File: src/sv/stp_pkg.sv
package stp_pkg;

   localparam int TEXT_W = 8;
   localparam int LEN_W = 12;
   localparam int MONTH_W = 4;
   localparam int DAY_W = 5;
   localparam int YEAR_W = 12;
   localparam int HOUR_W = 5;
   localparam int MIN_W = 6;
   localparam int SEC_W = 6;
   localparam int ACC_W = 12;
   localparam int CODE_W = 4;

   localparam int DEFAULT_MAX_CONSUMED = 4095;
   localparam int DEFAULT_QUEUE_DEPTH = 2;

   localparam int ACC_MAX = 4095;
   localparam int YEAR_LO = 1970;
   localparam int YEAR_HI = 2100;
   localparam int DAY_MAX = 31;
   localparam int HOUR_MAX = 23;
   localparam int MIN_MAX = 59;
   localparam int SEC_MAX = 60;

   localparam logic [TEXT_W-1:0] CH_SPACE = 8'h20;
   localparam logic [TEXT_W-1:0] CH_COLON = 8'h3a;
   localparam logic [TEXT_W-1:0] CH_ZERO = 8'h30;
   localparam logic [TEXT_W-1:0] CH_NINE = 8'h39;
   localparam logic [TEXT_W-1:0] CASE_BIT = 8'h20;

   // one byte after classification
   typedef struct packed {
      logic                last;
      logic                is_digit;
      logic [3:0]          digit;
      logic                is_space;
      logic                is_colon;
      logic [CODE_W-1:0]   first_code;
      logic [TEXT_W-1:0]   lower;
   } stp_class_type;

   typedef struct packed {
      logic                matched;
      logic [LEN_W-1:0]    consumed_len;
      logic [MONTH_W-1:0]  month_num;
      logic [DAY_W-1:0]    day_num;
      logic [YEAR_W-1:0]   year_num;
      logic [HOUR_W-1:0]   hour_num;
      logic [MIN_W-1:0]    minute_num;
      logic [SEC_W-1:0]    second_num;
   } stp_result_type;

   // month name, first letter: 0 when no month starts with it
   function automatic logic [CODE_W-1:0] first_code(input logic [TEXT_W-1:0] lower);
      logic [CODE_W-1:0] code;
      unique case (lower)
         "j": code = 4'd1;
         "f": code = 4'd2;
         "m": code = 4'd3;
         "a": code = 4'd4;
         "s": code = 4'd5;
         "o": code = 4'd6;
         "n": code = 4'd7;
         "d": code = 4'd8;
         default: code = 4'd0;
      endcase
      return code;
   endfunction

   // two-letter prefix code from first-letter code and second letter
   function automatic logic [CODE_W-1:0] pair_code(input logic [CODE_W-1:0] prefix,
                                                   input logic [TEXT_W-1:0] lower);
      logic [CODE_W-1:0] code;
      unique case ({prefix, lower})
         {4'd1, "a"}: code = 4'd1;
         {4'd1, "u"}: code = 4'd2;
         {4'd2, "e"}: code = 4'd3;
         {4'd3, "a"}: code = 4'd4;
         {4'd4, "p"}: code = 4'd5;
         {4'd4, "u"}: code = 4'd6;
         {4'd5, "e"}: code = 4'd7;
         {4'd6, "c"}: code = 4'd8;
         {4'd7, "o"}: code = 4'd9;
         {4'd8, "e"}: code = 4'd10;
         default: code = 4'd0;
      endcase
      return code;
   endfunction

   // month number from two-letter code and third letter
   function automatic logic [MONTH_W-1:0] tri_month(input logic [CODE_W-1:0] prefix,
                                                    input logic [TEXT_W-1:0] lower);
      logic [MONTH_W-1:0] month;
      unique case ({prefix, lower})
         {4'd1, "n"}: month = 4'd1;
         {4'd2, "n"}: month = 4'd6;
         {4'd2, "l"}: month = 4'd7;
         {4'd3, "b"}: month = 4'd2;
         {4'd4, "r"}: month = 4'd3;
         {4'd4, "y"}: month = 4'd5;
         {4'd5, "r"}: month = 4'd4;
         {4'd6, "g"}: month = 4'd8;
         {4'd7, "p"}: month = 4'd9;
         {4'd8, "t"}: month = 4'd10;
         {4'd9, "v"}: month = 4'd11;
         {4'd10, "c"}: month = 4'd12;
         default: month = 4'd0;
      endcase
      return month;
   endfunction

endpackage

File: src/sv/stp_if.sv
interface stp_req_if import stp_pkg::*; ();
   logic              valid;
   logic              ready;
   logic [TEXT_W-1:0] text_byte;
   logic              last_byte;

   modport source (output valid, output text_byte, output last_byte, input ready);
   modport sink (input valid, input text_byte, input last_byte, output ready);
endinterface

interface stp_rsp_if import stp_pkg::*; ();
   logic               valid;
   logic               ready;
   logic               matched;
   logic [LEN_W-1:0]   consumed_len;
   logic [MONTH_W-1:0] month_num;
   logic [DAY_W-1:0]   day_num;
   logic [YEAR_W-1:0]  year_num;
   logic [HOUR_W-1:0]  hour_num;
   logic [MIN_W-1:0]   minute_num;
   logic [SEC_W-1:0]   second_num;

   modport source (output valid, output matched, output consumed_len, output month_num,
                   output day_num, output year_num, output hour_num, output minute_num,
                   output second_num, input ready);
   modport sink (input valid, input matched, input consumed_len, input month_num,
                 input day_num, input year_num, input hour_num, input minute_num,
                 input second_num, output ready);
endinterface

File: src/sv/stp_front.sv
module stp_front import stp_pkg::*; (
   input  logic          clock,
   input  logic          reset,
   stp_req_if.sink       req_if,
   output logic          push_valid,
   output stp_class_type push_item,
   input  logic          push_ready
);

   logic          valid_ff;
   logic          valid_in;
   stp_class_type item_ff;
   stp_class_type item_in;
   logic [TEXT_W-1:0] lower;

   assign req_if.ready = !valid_ff || push_ready;
   assign lower = req_if.text_byte | CASE_BIT;

   always_comb begin
      item_in.last = req_if.last_byte;
      item_in.is_digit = (req_if.text_byte >= CH_ZERO) && (req_if.text_byte <= CH_NINE);
      // low nibble of an ascii digit is its value
      item_in.digit = req_if.text_byte[3:0];
      item_in.is_space = (req_if.text_byte == CH_SPACE);
      item_in.is_colon = (req_if.text_byte == CH_COLON);
      item_in.first_code = first_code(lower);
      item_in.lower = lower;
   end

   assign valid_in = (req_if.valid && req_if.ready) || (valid_ff && !push_ready);

   always_ff @(posedge clock) begin
      if (req_if.valid && req_if.ready) begin
         item_ff <= item_in;
      end
      if (reset) begin
         valid_ff <= 1'b0;
      end else begin
         valid_ff <= valid_in;
      end
   end

   assign push_valid = valid_ff;
   assign push_item = item_ff;

endmodule

File: src/sv/stp_queue.sv
module stp_queue import stp_pkg::*; #(
   parameter int WIDTH = $bits(stp_class_type),
   parameter int DEPTH = DEFAULT_QUEUE_DEPTH
) (
   input  logic             clock,
   input  logic             reset,
   input  logic             push_valid,
   input  logic [WIDTH-1:0] push_data,
   output logic             push_ready,
   output logic             pop_valid,
   output logic [WIDTH-1:0] pop_data,
   input  logic             pop
);

   localparam int PTR_W = (DEPTH > 1) ? $clog2(DEPTH) : 1;
   localparam int CNT_W = $clog2(DEPTH + 1);

   logic [WIDTH-1:0] entry_ff [DEPTH];
   logic [PTR_W-1:0] wr_ptr_ff;
   logic [PTR_W-1:0] wr_ptr_in;
   logic [PTR_W-1:0] rd_ptr_ff;
   logic [PTR_W-1:0] rd_ptr_in;
   logic [CNT_W-1:0] count_ff;
   logic [CNT_W-1:0] count_in;
   logic             push;

   assign push_ready = (count_ff != CNT_W'(DEPTH));
   assign pop_valid = (count_ff != '0);
   assign pop_data = entry_ff[rd_ptr_ff];
   assign push = push_valid && push_ready;

   always_comb begin
      wr_ptr_in = wr_ptr_ff;
      rd_ptr_in = rd_ptr_ff;
      count_in = count_ff;
      if (push) begin
         wr_ptr_in = (wr_ptr_ff == PTR_W'(DEPTH - 1)) ? '0 : wr_ptr_ff + 1'b1;
      end
      if (pop) begin
         rd_ptr_in = (rd_ptr_ff == PTR_W'(DEPTH - 1)) ? '0 : rd_ptr_ff + 1'b1;
      end
      if (push && !pop) begin
         count_in = count_ff + 1'b1;
      end else if (pop && !push) begin
         count_in = count_ff - 1'b1;
      end
   end

   always_ff @(posedge clock) begin
      if (push) begin
         entry_ff[wr_ptr_ff] <= push_data;
      end
      if (reset) begin
         wr_ptr_ff <= '0;
         rd_ptr_ff <= '0;
         count_ff <= '0;
      end else begin
         wr_ptr_ff <= wr_ptr_in;
         rd_ptr_ff <= rd_ptr_in;
         count_ff <= count_in;
      end
   end

   a_count_bound: assert property (@(posedge clock) disable iff (reset)
      count_ff <= CNT_W'(DEPTH))
      else $error("queue fill beyond depth");

   a_count_grow: assert property (@(posedge clock) disable iff (reset)
      push && !pop |=> count_ff == CNT_W'($past(count_ff) + 1'b1))
      else $error("queue fill did not follow a lone write");

endmodule

File: src/sv/stp_back.sv
module stp_back import stp_pkg::*; #(
   parameter int MAX_CONSUMED = DEFAULT_MAX_CONSUMED
) (
   input  logic          clock,
   input  logic          reset,
   input  logic          q_valid,
   input  stp_class_type q_item,
   output logic          q_pop,
   stp_rsp_if.source     rsp_if
);

   localparam int CNT_W = $clog2(MAX_CONSUMED + 1);

   typedef enum logic [3:0] {
      PH_M1, PH_M2, PH_M3, PH_SP, PH_DAYSTART, PH_DAY, PH_HOUR1, PH_HOUR2, PH_MIN, PH_SEC
   } phase_type;

   phase_type          phase_ff, phase_in, end_phase;
   logic [ACC_W-1:0]   accum_ff, accum_in;
   logic [CNT_W-1:0]   count_ff, count_in;
   logic [CODE_W-1:0]  prefix_ff, prefix_in;
   logic [MONTH_W-1:0] month_ff, month_in;
   logic [DAY_W-1:0]   day_ff, day_in;
   logic [YEAR_W-1:0]  year_ff, year_in;
   logic [HOUR_W-1:0]  hour_ff, hour_in;
   logic [MIN_W-1:0]   minute_ff, minute_in;
   logic [SEC_W-1:0]   second_ff, second_in;
   logic               done_ff, done_in;
   logic               fail_ff, fail_in;
   logic               rsp_valid_ff, rsp_valid_in;
   stp_result_type     rsp_ff, rsp_in;

   logic               take;
   logic               digit_path;
   logic               run_end;
   logic               fin_ok;
   logic [15:0]        acc_wide;
   logic [ACC_W-1:0]   acc_next;
   logic [CODE_W-1:0]  pair;
   logic [MONTH_W-1:0] month_hit;
   logic               is_year;

   assign q_pop = q_valid && (!q_item.last || !rsp_valid_ff || rsp_if.ready);

   // accum * 10 + digit, held at the run ceiling
   assign acc_wide = ({4'd0, accum_ff} << 3) + ({4'd0, accum_ff} << 1) + {12'd0, q_item.digit};
   assign acc_next = (acc_wide > 16'(ACC_MAX)) ? ACC_W'(ACC_MAX) : acc_wide[ACC_W-1:0];
   assign pair = pair_code(prefix_ff, q_item.lower);
   assign month_hit = tri_month(prefix_ff, q_item.lower);
   assign is_year = (accum_ff > ACC_W'(YEAR_LO)) && (accum_ff < ACC_W'(YEAR_HI));

   always_comb begin
      phase_in = phase_ff;
      accum_in = accum_ff;
      count_in = count_ff;
      prefix_in = prefix_ff;
      month_in = month_ff;
      day_in = day_ff;
      year_in = year_ff;
      hour_in = hour_ff;
      minute_in = minute_ff;
      second_in = second_ff;
      done_in = done_ff;
      fail_in = fail_ff;
      take = 1'b0;
      digit_path = 1'b0;
      run_end = 1'b0;
      end_phase = phase_ff;
      fin_ok = 1'b0;
      rsp_valid_in = rsp_valid_ff && !rsp_if.ready;
      rsp_in = rsp_ff;

      if (q_pop && !done_ff && !fail_ff) begin
         unique case (phase_ff)
            PH_M1: begin
               if (q_item.first_code == '0) begin
                  fail_in = 1'b1;
               end else begin
                  prefix_in = q_item.first_code;
                  take = 1'b1;
                  phase_in = PH_M2;
               end
            end
            PH_M2: begin
               if (pair == '0) begin
                  fail_in = 1'b1;
               end else begin
                  prefix_in = pair;
                  take = 1'b1;
                  phase_in = PH_M3;
               end
            end
            PH_M3: begin
               if (month_hit == '0) begin
                  fail_in = 1'b1;
               end else begin
                  month_in = month_hit;
                  take = 1'b1;
                  phase_in = PH_SP;
               end
            end
            PH_SP: begin
               if (!q_item.is_space) begin
                  fail_in = 1'b1;
               end else begin
                  take = 1'b1;
                  accum_in = '0;
                  phase_in = PH_DAYSTART;
               end
            end
            PH_DAYSTART: begin
               // one extra space before the day
               if (q_item.is_space) begin
                  take = 1'b1;
                  accum_in = '0;
                  phase_in = PH_DAY;
               end else begin
                  phase_in = PH_DAY;
                  end_phase = PH_DAY;
                  digit_path = 1'b1;
               end
            end
            default: digit_path = 1'b1;
         endcase

         if (digit_path) begin
            if (q_item.is_digit) begin
               accum_in = acc_next;
               take = 1'b1;
            end else begin
               run_end = 1'b1;
            end
         end

         if (run_end) begin
            unique case (end_phase)
               PH_DAY: begin
                  if (accum_ff == '0 || accum_ff > ACC_W'(DAY_MAX) || !q_item.is_space) begin
                     fail_in = 1'b1;
                  end else begin
                     day_in = accum_ff[DAY_W-1:0];
                     take = 1'b1;
                     accum_in = '0;
                     phase_in = PH_HOUR1;
                  end
               end
               PH_HOUR1, PH_HOUR2: begin
                  if (end_phase == PH_HOUR1 && is_year) begin
                     if (!q_item.is_space) begin
                        fail_in = 1'b1;
                     end else begin
                        year_in = accum_ff[YEAR_W-1:0];
                        take = 1'b1;
                        accum_in = '0;
                        phase_in = PH_HOUR2;
                     end
                  end else if (accum_ff > ACC_W'(HOUR_MAX) || !q_item.is_colon) begin
                     fail_in = 1'b1;
                  end else begin
                     hour_in = accum_ff[HOUR_W-1:0];
                     take = 1'b1;
                     accum_in = '0;
                     phase_in = PH_MIN;
                  end
               end
               PH_MIN: begin
                  if (accum_ff > ACC_W'(MIN_MAX) || !q_item.is_colon) begin
                     fail_in = 1'b1;
                  end else begin
                     minute_in = accum_ff[MIN_W-1:0];
                     take = 1'b1;
                     accum_in = '0;
                     phase_in = PH_SEC;
                  end
               end
               PH_SEC: begin
                  if (accum_ff > ACC_W'(SEC_MAX)) begin
                     fail_in = 1'b1;
                  end else begin
                     second_in = accum_ff[SEC_W-1:0];
                     // a trailing colon belongs to the timestamp
                     take = q_item.is_colon;
                     done_in = 1'b1;
                  end
               end
               default: fail_in = 1'b1;
            endcase
         end

         if (take && count_ff < CNT_W'(MAX_CONSUMED)) begin
            count_in = count_ff + 1'b1;
         end
      end

      if (q_pop && q_item.last) begin
         // string ended: an outcome stands; with none, only a seconds run can close it
         if (done_in || fail_in) begin
            fin_ok = done_in;
         end else if (phase_in == PH_SEC && accum_in <= ACC_W'(SEC_MAX)) begin
            fin_ok = 1'b1;
            second_in = accum_in[SEC_W-1:0];
         end
         rsp_valid_in = 1'b1;
         rsp_in.matched = fin_ok;
         rsp_in.consumed_len = fin_ok ? LEN_W'(count_in) : '0;
         rsp_in.month_num = fin_ok ? month_in : '0;
         rsp_in.day_num = fin_ok ? day_in : '0;
         rsp_in.year_num = fin_ok ? year_in : '0;
         rsp_in.hour_num = fin_ok ? hour_in : '0;
         rsp_in.minute_num = fin_ok ? minute_in : '0;
         rsp_in.second_num = fin_ok ? second_in : '0;

         phase_in = PH_M1;
         accum_in = '0;
         count_in = '0;
         prefix_in = '0;
         month_in = '0;
         day_in = '0;
         year_in = '0;
         hour_in = '0;
         minute_in = '0;
         second_in = '0;
         done_in = 1'b0;
         fail_in = 1'b0;
      end
   end

   always_ff @(posedge clock) begin
      rsp_ff <= rsp_in;
      if (reset) begin
         phase_ff <= PH_M1;
         accum_ff <= '0;
         count_ff <= '0;
         prefix_ff <= '0;
         month_ff <= '0;
         day_ff <= '0;
         year_ff <= '0;
         hour_ff <= '0;
         minute_ff <= '0;
         second_ff <= '0;
         done_ff <= 1'b0;
         fail_ff <= 1'b0;
         rsp_valid_ff <= 1'b0;
      end else begin
         phase_ff <= phase_in;
         accum_ff <= accum_in;
         count_ff <= count_in;
         prefix_ff <= prefix_in;
         month_ff <= month_in;
         day_ff <= day_in;
         year_ff <= year_in;
         hour_ff <= hour_in;
         minute_ff <= minute_in;
         second_ff <= second_in;
         done_ff <= done_in;
         fail_ff <= fail_in;
         rsp_valid_ff <= rsp_valid_in;
      end
   end

   assign rsp_if.valid = rsp_valid_ff;
   assign rsp_if.matched = rsp_ff.matched;
   assign rsp_if.consumed_len = rsp_ff.consumed_len;
   assign rsp_if.month_num = rsp_ff.month_num;
   assign rsp_if.day_num = rsp_ff.day_num;
   assign rsp_if.year_num = rsp_ff.year_num;
   assign rsp_if.hour_num = rsp_ff.hour_num;
   assign rsp_if.minute_num = rsp_ff.minute_num;
   assign rsp_if.second_num = rsp_ff.second_num;

   a_rsp_from_last: assert property (@(posedge clock) disable iff (reset)
      $rose(rsp_valid_ff) |-> $past(q_pop && q_item.last))
      else $error("result raised without a final byte");

   a_match_fields: assert property (@(posedge clock) disable iff (reset)
      rsp_valid_ff && rsp_ff.matched |->
         rsp_ff.month_num != '0 && rsp_ff.month_num <= MONTH_W'(12) &&
         rsp_ff.day_num != '0)
      else $error("matched result without month or day");

   a_done_fail_exclusive: assert property (@(posedge clock) disable iff (reset)
      !(done_ff && fail_ff))
      else $error("parse both done and failed");

endmodule

File: src/sv/syslog_timestamp_parser_unit.sv
// Syslog timestamp parser: takes one text byte per cycle, from the first byte of a
// "Mmm dd [yyyy ]hh:mm:ss[:]" timestamp on, with last_byte set on the final byte of
// the string. Exactly one result comes back for each final byte: matched, consumed
// length and the parsed fields, all zero when no timestamp was recognised. Bytes are
// taken at one per cycle for as long as results are taken; a stalled result holds
// back the next final byte and the bytes behind it, while bytes ahead of it keep
// flowing into the parser. A final byte passes the classifying input register and
// the queue, after which the parser loads its result into its result register, from
// which it can be taken. The parser updates its state from each byte as it pops it,
// which sets the rate of one byte per cycle.
module syslog_timestamp_parser_unit import stp_pkg::*; #(
   parameter int MAX_CONSUMED = DEFAULT_MAX_CONSUMED,
   parameter int QUEUE_DEPTH = DEFAULT_QUEUE_DEPTH
) (
   input logic        clock,
   input logic        reset,
   stp_req_if.sink    req_if,
   stp_rsp_if.source  rsp_if
);

   localparam int ITEM_W = $bits(stp_class_type);

   logic          push_valid;
   logic          push_ready;
   stp_class_type push_item;
   logic          q_valid;
   logic          q_pop;
   logic [ITEM_W-1:0] q_data;
   stp_class_type q_item;

   stp_front u_front (
      .clock      (clock),
      .reset      (reset),
      .req_if     (req_if),
      .push_valid (push_valid),
      .push_item  (push_item),
      .push_ready (push_ready)
   );

   stp_queue #(
      .WIDTH (ITEM_W),
      .DEPTH (QUEUE_DEPTH)
   ) u_queue (
      .clock      (clock),
      .reset      (reset),
      .push_valid (push_valid),
      .push_data  (push_item),
      .push_ready (push_ready),
      .pop_valid  (q_valid),
      .pop_data   (q_data),
      .pop        (q_pop)
   );

   assign q_item = stp_class_type'(q_data);

   stp_back #(
      .MAX_CONSUMED (MAX_CONSUMED)
   ) u_back (
      .clock   (clock),
      .reset   (reset),
      .q_valid (q_valid),
      .q_item  (q_item),
      .q_pop   (q_pop),
      .rsp_if  (rsp_if)
   );

endmodule

File: src/flat_wrapper.sv
// flat-port wrapper written by rule: the top's interface ports become plain ports
module syslog_timestamp_parser_unit_flat import stp_pkg::*;
#(
   parameter int MAX_CONSUMED = DEFAULT_MAX_CONSUMED,
   parameter int QUEUE_DEPTH = DEFAULT_QUEUE_DEPTH
)
  (clock, reset, req_if_valid, req_if_text_byte, req_if_last_byte, req_if_ready, rsp_if_valid, rsp_if_matched, rsp_if_consumed_len, rsp_if_month_num, rsp_if_day_num, rsp_if_year_num, rsp_if_hour_num, rsp_if_minute_num, rsp_if_second_num, rsp_if_ready);
  stp_req_if req_if_i ();
  stp_rsp_if rsp_if_i ();
  input logic clock;
  input logic reset;
  input wire logic [$bits(req_if_i.valid)-1:0] req_if_valid;
  input wire logic [$bits(req_if_i.text_byte)-1:0] req_if_text_byte;
  input wire logic [$bits(req_if_i.last_byte)-1:0] req_if_last_byte;
  output wire logic [$bits(req_if_i.ready)-1:0] req_if_ready;
  output wire logic [$bits(rsp_if_i.valid)-1:0] rsp_if_valid;
  output wire logic [$bits(rsp_if_i.matched)-1:0] rsp_if_matched;
  output wire logic [$bits(rsp_if_i.consumed_len)-1:0] rsp_if_consumed_len;
  output wire logic [$bits(rsp_if_i.month_num)-1:0] rsp_if_month_num;
  output wire logic [$bits(rsp_if_i.day_num)-1:0] rsp_if_day_num;
  output wire logic [$bits(rsp_if_i.year_num)-1:0] rsp_if_year_num;
  output wire logic [$bits(rsp_if_i.hour_num)-1:0] rsp_if_hour_num;
  output wire logic [$bits(rsp_if_i.minute_num)-1:0] rsp_if_minute_num;
  output wire logic [$bits(rsp_if_i.second_num)-1:0] rsp_if_second_num;
  input wire logic [$bits(rsp_if_i.ready)-1:0] rsp_if_ready;
  assign req_if_i.valid = req_if_valid;
  assign req_if_i.text_byte = req_if_text_byte;
  assign req_if_i.last_byte = req_if_last_byte;
  assign req_if_ready = req_if_i.ready;
  assign rsp_if_valid = rsp_if_i.valid;
  assign rsp_if_matched = rsp_if_i.matched;
  assign rsp_if_consumed_len = rsp_if_i.consumed_len;
  assign rsp_if_month_num = rsp_if_i.month_num;
  assign rsp_if_day_num = rsp_if_i.day_num;
  assign rsp_if_year_num = rsp_if_i.year_num;
  assign rsp_if_hour_num = rsp_if_i.hour_num;
  assign rsp_if_minute_num = rsp_if_i.minute_num;
  assign rsp_if_second_num = rsp_if_i.second_num;
  assign rsp_if_i.ready = rsp_if_ready;
  syslog_timestamp_parser_unit #(.MAX_CONSUMED(MAX_CONSUMED), .QUEUE_DEPTH(QUEUE_DEPTH)) u_core (.clock(clock), .reset(reset), .req_if(req_if_i), .rsp_if(rsp_if_i));
endmodule
File: config.mk
export PLATFORM = sky130hd
export DESIGN_NAME = syslog_timestamp_parser_unit_flat
export DESIGN_NICKNAME = d
export VERILOG_FILES = /design/src/sv/stp_pkg.sv /design/src/sv/stp_if.sv /design/src/sv/stp_front.sv /design/src/sv/stp_queue.sv /design/src/sv/stp_back.sv /design/src/sv/syslog_timestamp_parser_unit.sv /design/src/flat_wrapper.sv
export SDC_FILE = /design/constraint.sdc
export NUM_CORES = 1
export LEC_CHECK = 0
export BUFFER_PORTS_ARGS = -buffer_cell sky130_fd_sc_hd__buf_4
export CORE_MARGIN = 2
export CORE_UTILIZATION = 27
export CTS_CLUSTER_SIZE = 14
export DETAILED_ROUTE_END_ITERATION = 16
export PLACE_DENSITY = 0.43
export SLEW_MARGIN = 5
export SYNTH_ARGS = -nofsm -noshare
export SYNTH_HDL_FRONTEND = slang
export SYNTH_SLANG_ARGS = --single-unit
File: constraint.sdc
create_clock -name clock -period 9 [get_ports clock]
set_input_delay 0.9 -clock clock [delete_from_list [all_inputs] [get_ports clock]]
set_output_delay 0.9 -clock clock [all_outputs]
set_load 0.1 [all_outputs]
==> impl_metrics.json <==
{
  "synth_edf_count": 96,
  "hpwl_um": 16900,
  "power_density_nw_per_um2": 252,
  "cts_setup_buffers": 0,
  "synthTopCellsByCount": "119 x nor2_1, 96 x edfxtp_1, 82 x a21oi_1",
  "worst_slew_pin_slew_ns": 1.06,
  "placement.io_buffers": 65,
  "die-width_um": 187,
  "r2r.worst_path.cells": 16,
  "r2r_setup_slack_ns": 3.85,
  "start_util_pct": 27.5,
  "whs_path_depth": 0,
  "grt_setup_unrepaired": "false",
  "setup_violations": 0,
  "viasPerCell": 5.02,
  "grt.overflow.total": 0,
  "yosysWarnings": 0,
  "postSynthCellCount": 898,
  "die_area_um2": 34800,
  "period_share_pct": 57.2,
  "routed-wl-met3_um": 895,
  "diodes": 0,
  "nets": 975,
  "final_core_util_pct": 32.0,
  "cp-start-kind": "flip-flop",
  "synthFlopType": "edfxtp_1",
  "fp-row-count": 66,
  "grt_pass1_vias": 6825,
  "yosysTopAreaCell": "edfxtp_1",
  "ys_async_sr_fraction_pct": 0,
  "hold_viol_final": 0,
  "grt_usage_pct": 13.9,
  "wl_met1_um": 11300,
  "finalWirelength_um": 23900,
  "h-tree-depth": 4,
  "hp-class": "flip-flop to flip-flop",
  "syn_area_per_cell_um2": 10.0,
  "routabilityCongestion": 0.882,
  "wire_per_inst_um": 17.2,
  "highest_layer": "met4",
  "final.min_clock_period_ns": 5.15,
  "antenna_found_initial": 0,
  "clockRootBuffer": "clkbuf_16",
  "die_y_um": 187,
  "cap_violations": 0,
  "cts_made_buffers": 17,
  "drive_gt1_share_pct": 14.6,
  "crit_fanout": 49,
  "dp_slack_ns": 3.88,
  "synth_fp_nets": 938,
  "synth-seq-cells": 175,
  "firstDrtPassIters": 4,
  "finalPower_mw": 2.64,
  "dr.first_iter.drc_count": 549,
  "setup_tns_ns": 0,
  "critPathArrivalTime_ns": 5.30,
  "cts_buffer_depth": 2,
  "yosysMostFrequentCell": "nor2_1",
  "dr_wl_met2_um": 11200,
  "synth_top_area_share_pct": 32.0,
  "clk_latency_ns": 0.43,
  "peakVddDrop_mv": 0.189,
  "maxSlewViolCount": 0,
  "syn-cell-area_um2": 9000,
  "setup_ws_ns": 3.85,
  "synth_cell_types": 77,
  "slew_headroom_pct": 28.2,
  "path_clk_slew_ns": 0.06,
  "grt_pass1_wl_um": 38500,
  "detail-route-antenna-nets": 0,
  "fillCellCount": 3453,
  "crit_path_cell_trace": "buf_4 > nor2b_1 > a21o_1 > fa_1 > ha_1 > a211oi_1 > o21bai_1 > o21a_1 > a211o_1 > xor2_1 > nor2_1 > a31o_2 > a211o_1 > o311ai_4 > buf_4 > a21oi_1",
  "p_leak_nw": 3.87,
  "postCtsResizedCells": 0,
  "synthTopCellsByArea": "edfxtp_1 32%, dfxtp_1 18%, nor2_1 5.0%, mux2i_1 4.7%, a21oi_1 4.6%",
  "cts.sinks": 175,
  "drc": 0,
  "clock.fmax_mhz": 194,
  "grt_max_degree": 55,
  "end_kind": "flip-flop",
  "core_area_um2": 32700,
  "critical_path_class": "flip-flop to flip-flop",
  "finClkSkew_ns": 0.0102,
  "outcome": "finished, final reports clean",
  "cts_tree": "yes",
  "ys_seq_area_share_pct": 49.6,
  "boundaryPins": 66,
  "ctsHoldBuffers": 0,
  "route.vias.total": 6973,
  "slowest_delay_ns": 0.52,
  "slowest_stage": "buf_4",
  "area_growth_pct": 16.4,
  "critical_path_required_ns": 9.15
}
## logic make-up after synthesis
kind of cell	Yosys count	share of synthesized area, %
AOI/OAI and AO/OA	224	16.3
xor gates and xnor gates	24	2.34
adders and majority gates	27	3.92
buffers and inverters	74	3.38
DFF	175	49.6
muxes	47	5.30
and+or+nand+nor	327	19.1
## stage by stage
step	std cells	instance area [µm²]	hold slack, ns
after floorplan	898	9000	0.421
after global placement	1358	9930	0.429
after detailed placement	1358	9930	0.432
after CTS	1390	10500	0.442
after global routing	1390	10500	0.453
final	1390	10500	0.445
## registers in the layout, indices dropped and copies added (netlist names), 2 cells and up, named ones only
| register | cells |
|---|---|
| u_core.u_back.accum_ff | 12 |
| u_core.u_back.count_ff | 12 |
| u_core.u_back.day_ff | 5 |
| u_core.u_back.hour_ff | 5 |
| u_core.u_back.minute_ff | 6 |
| u_core.u_back.month_ff | 4 |
| u_core.u_back.phase_ff | 4 |
| u_core.u_back.prefix_ff | 4 |
| u_core.u_back.rsp_if.consumed_len | 12 |
| u_core.u_back.rsp_if.day_num | 5 |
| u_core.u_back.rsp_if.hour_num | 5 |
| u_core.u_back.rsp_if.minute_num | 6 |
| u_core.u_back.rsp_if.month_num | 4 |
| u_core.u_back.rsp_if.second_num | 6 |
| u_core.u_back.rsp_if.year_num | 12 |
| u_core.u_back.second_ff | 6 |
| u_core.u_back.year_ff | 12 |
| u_core.u_front.push_item | 15 |
| u_core.u_queue.count_ff | 2 |
| u_core.u_queue.entry_ff | 30 |
## worst max-delay path, delay by kind of cell, from the launching register on
kind            cells  cell delay [ns]
compound gates      9             2.23
simple gates        2             0.31
xor+xnor            1             0.32
buf+inv             2             0.87
flops               1             0.30
fa+ha+maj           2             0.78
## where the power goes
group          internal (mW)  switching (mW)  leakage (nW)
clock network          0.382           0.326         0.271
registers              0.953          0.0695          1.55
logic                  0.210           0.696          2.05
## cell usage in the layout, fill, tap and decap left out, drive strengths merged, types with 8 or more instances in the layout
master / count
xnor2: 15
mux2i: 42
nand3b: 12
or3: 12
nand2b: 9
nand2: 37
buf: 77
inv: 21
xor2: 9
and2: 11
edfxtp: 96
clkbuf: 19
o21ai: 28
nor4: 19
nor2: 119
a21o: 13
dfxtp: 79
ha: 25
and3: 8
a21oi: 92
a22oi: 9
nor3: 25
nand3: 20
nand4: 9
## routing by layer
layer	up-vias	global-route usage (%)
met1	3359	18.5
li1	3449	-
met5	-	0
met3	27	3.01
met4	0	4.18
met2	138	22.7
## cell type report
class | instances | area, µm² | area share [%]
flip-flops and latches | 175 | 4460 | 42.6
clock inverters | 13 | 110 | 1.05
multi-input cells | 649 | 4280 | 40.9
repair buffers | 77 | 578 | 5.52
clock buffers | 19 | 433 | 4.13
inverters | 15 | 56.3 | 0.537
well taps | 442 | 553 | 5.28
## path summary, 6_finish.rpt
| check | start | end |
|---|---|---|
| worst max register to register | flip-flop | u_core.u_back.rsp_if.consumed_len[5]$_SDFFCE_PN0P_ |
| worst min register to register | u_core.u_front.push_item[19]$_DFFE_PP_ | u_core.u_queue.entry_ff[1][18]$_DFFE_PP_ |
| worst min-delay path | u_core.u_front.push_item[19]$_DFFE_PP_ | u_core.u_queue.entry_ff[1][18]$_DFFE_PP_ |
| worst max-delay path | flip-flop | u_core.u_back.rsp_if.consumed_len[5]$_SDFFCE_PN0P_ |
(Power assumes the default switching activity.)
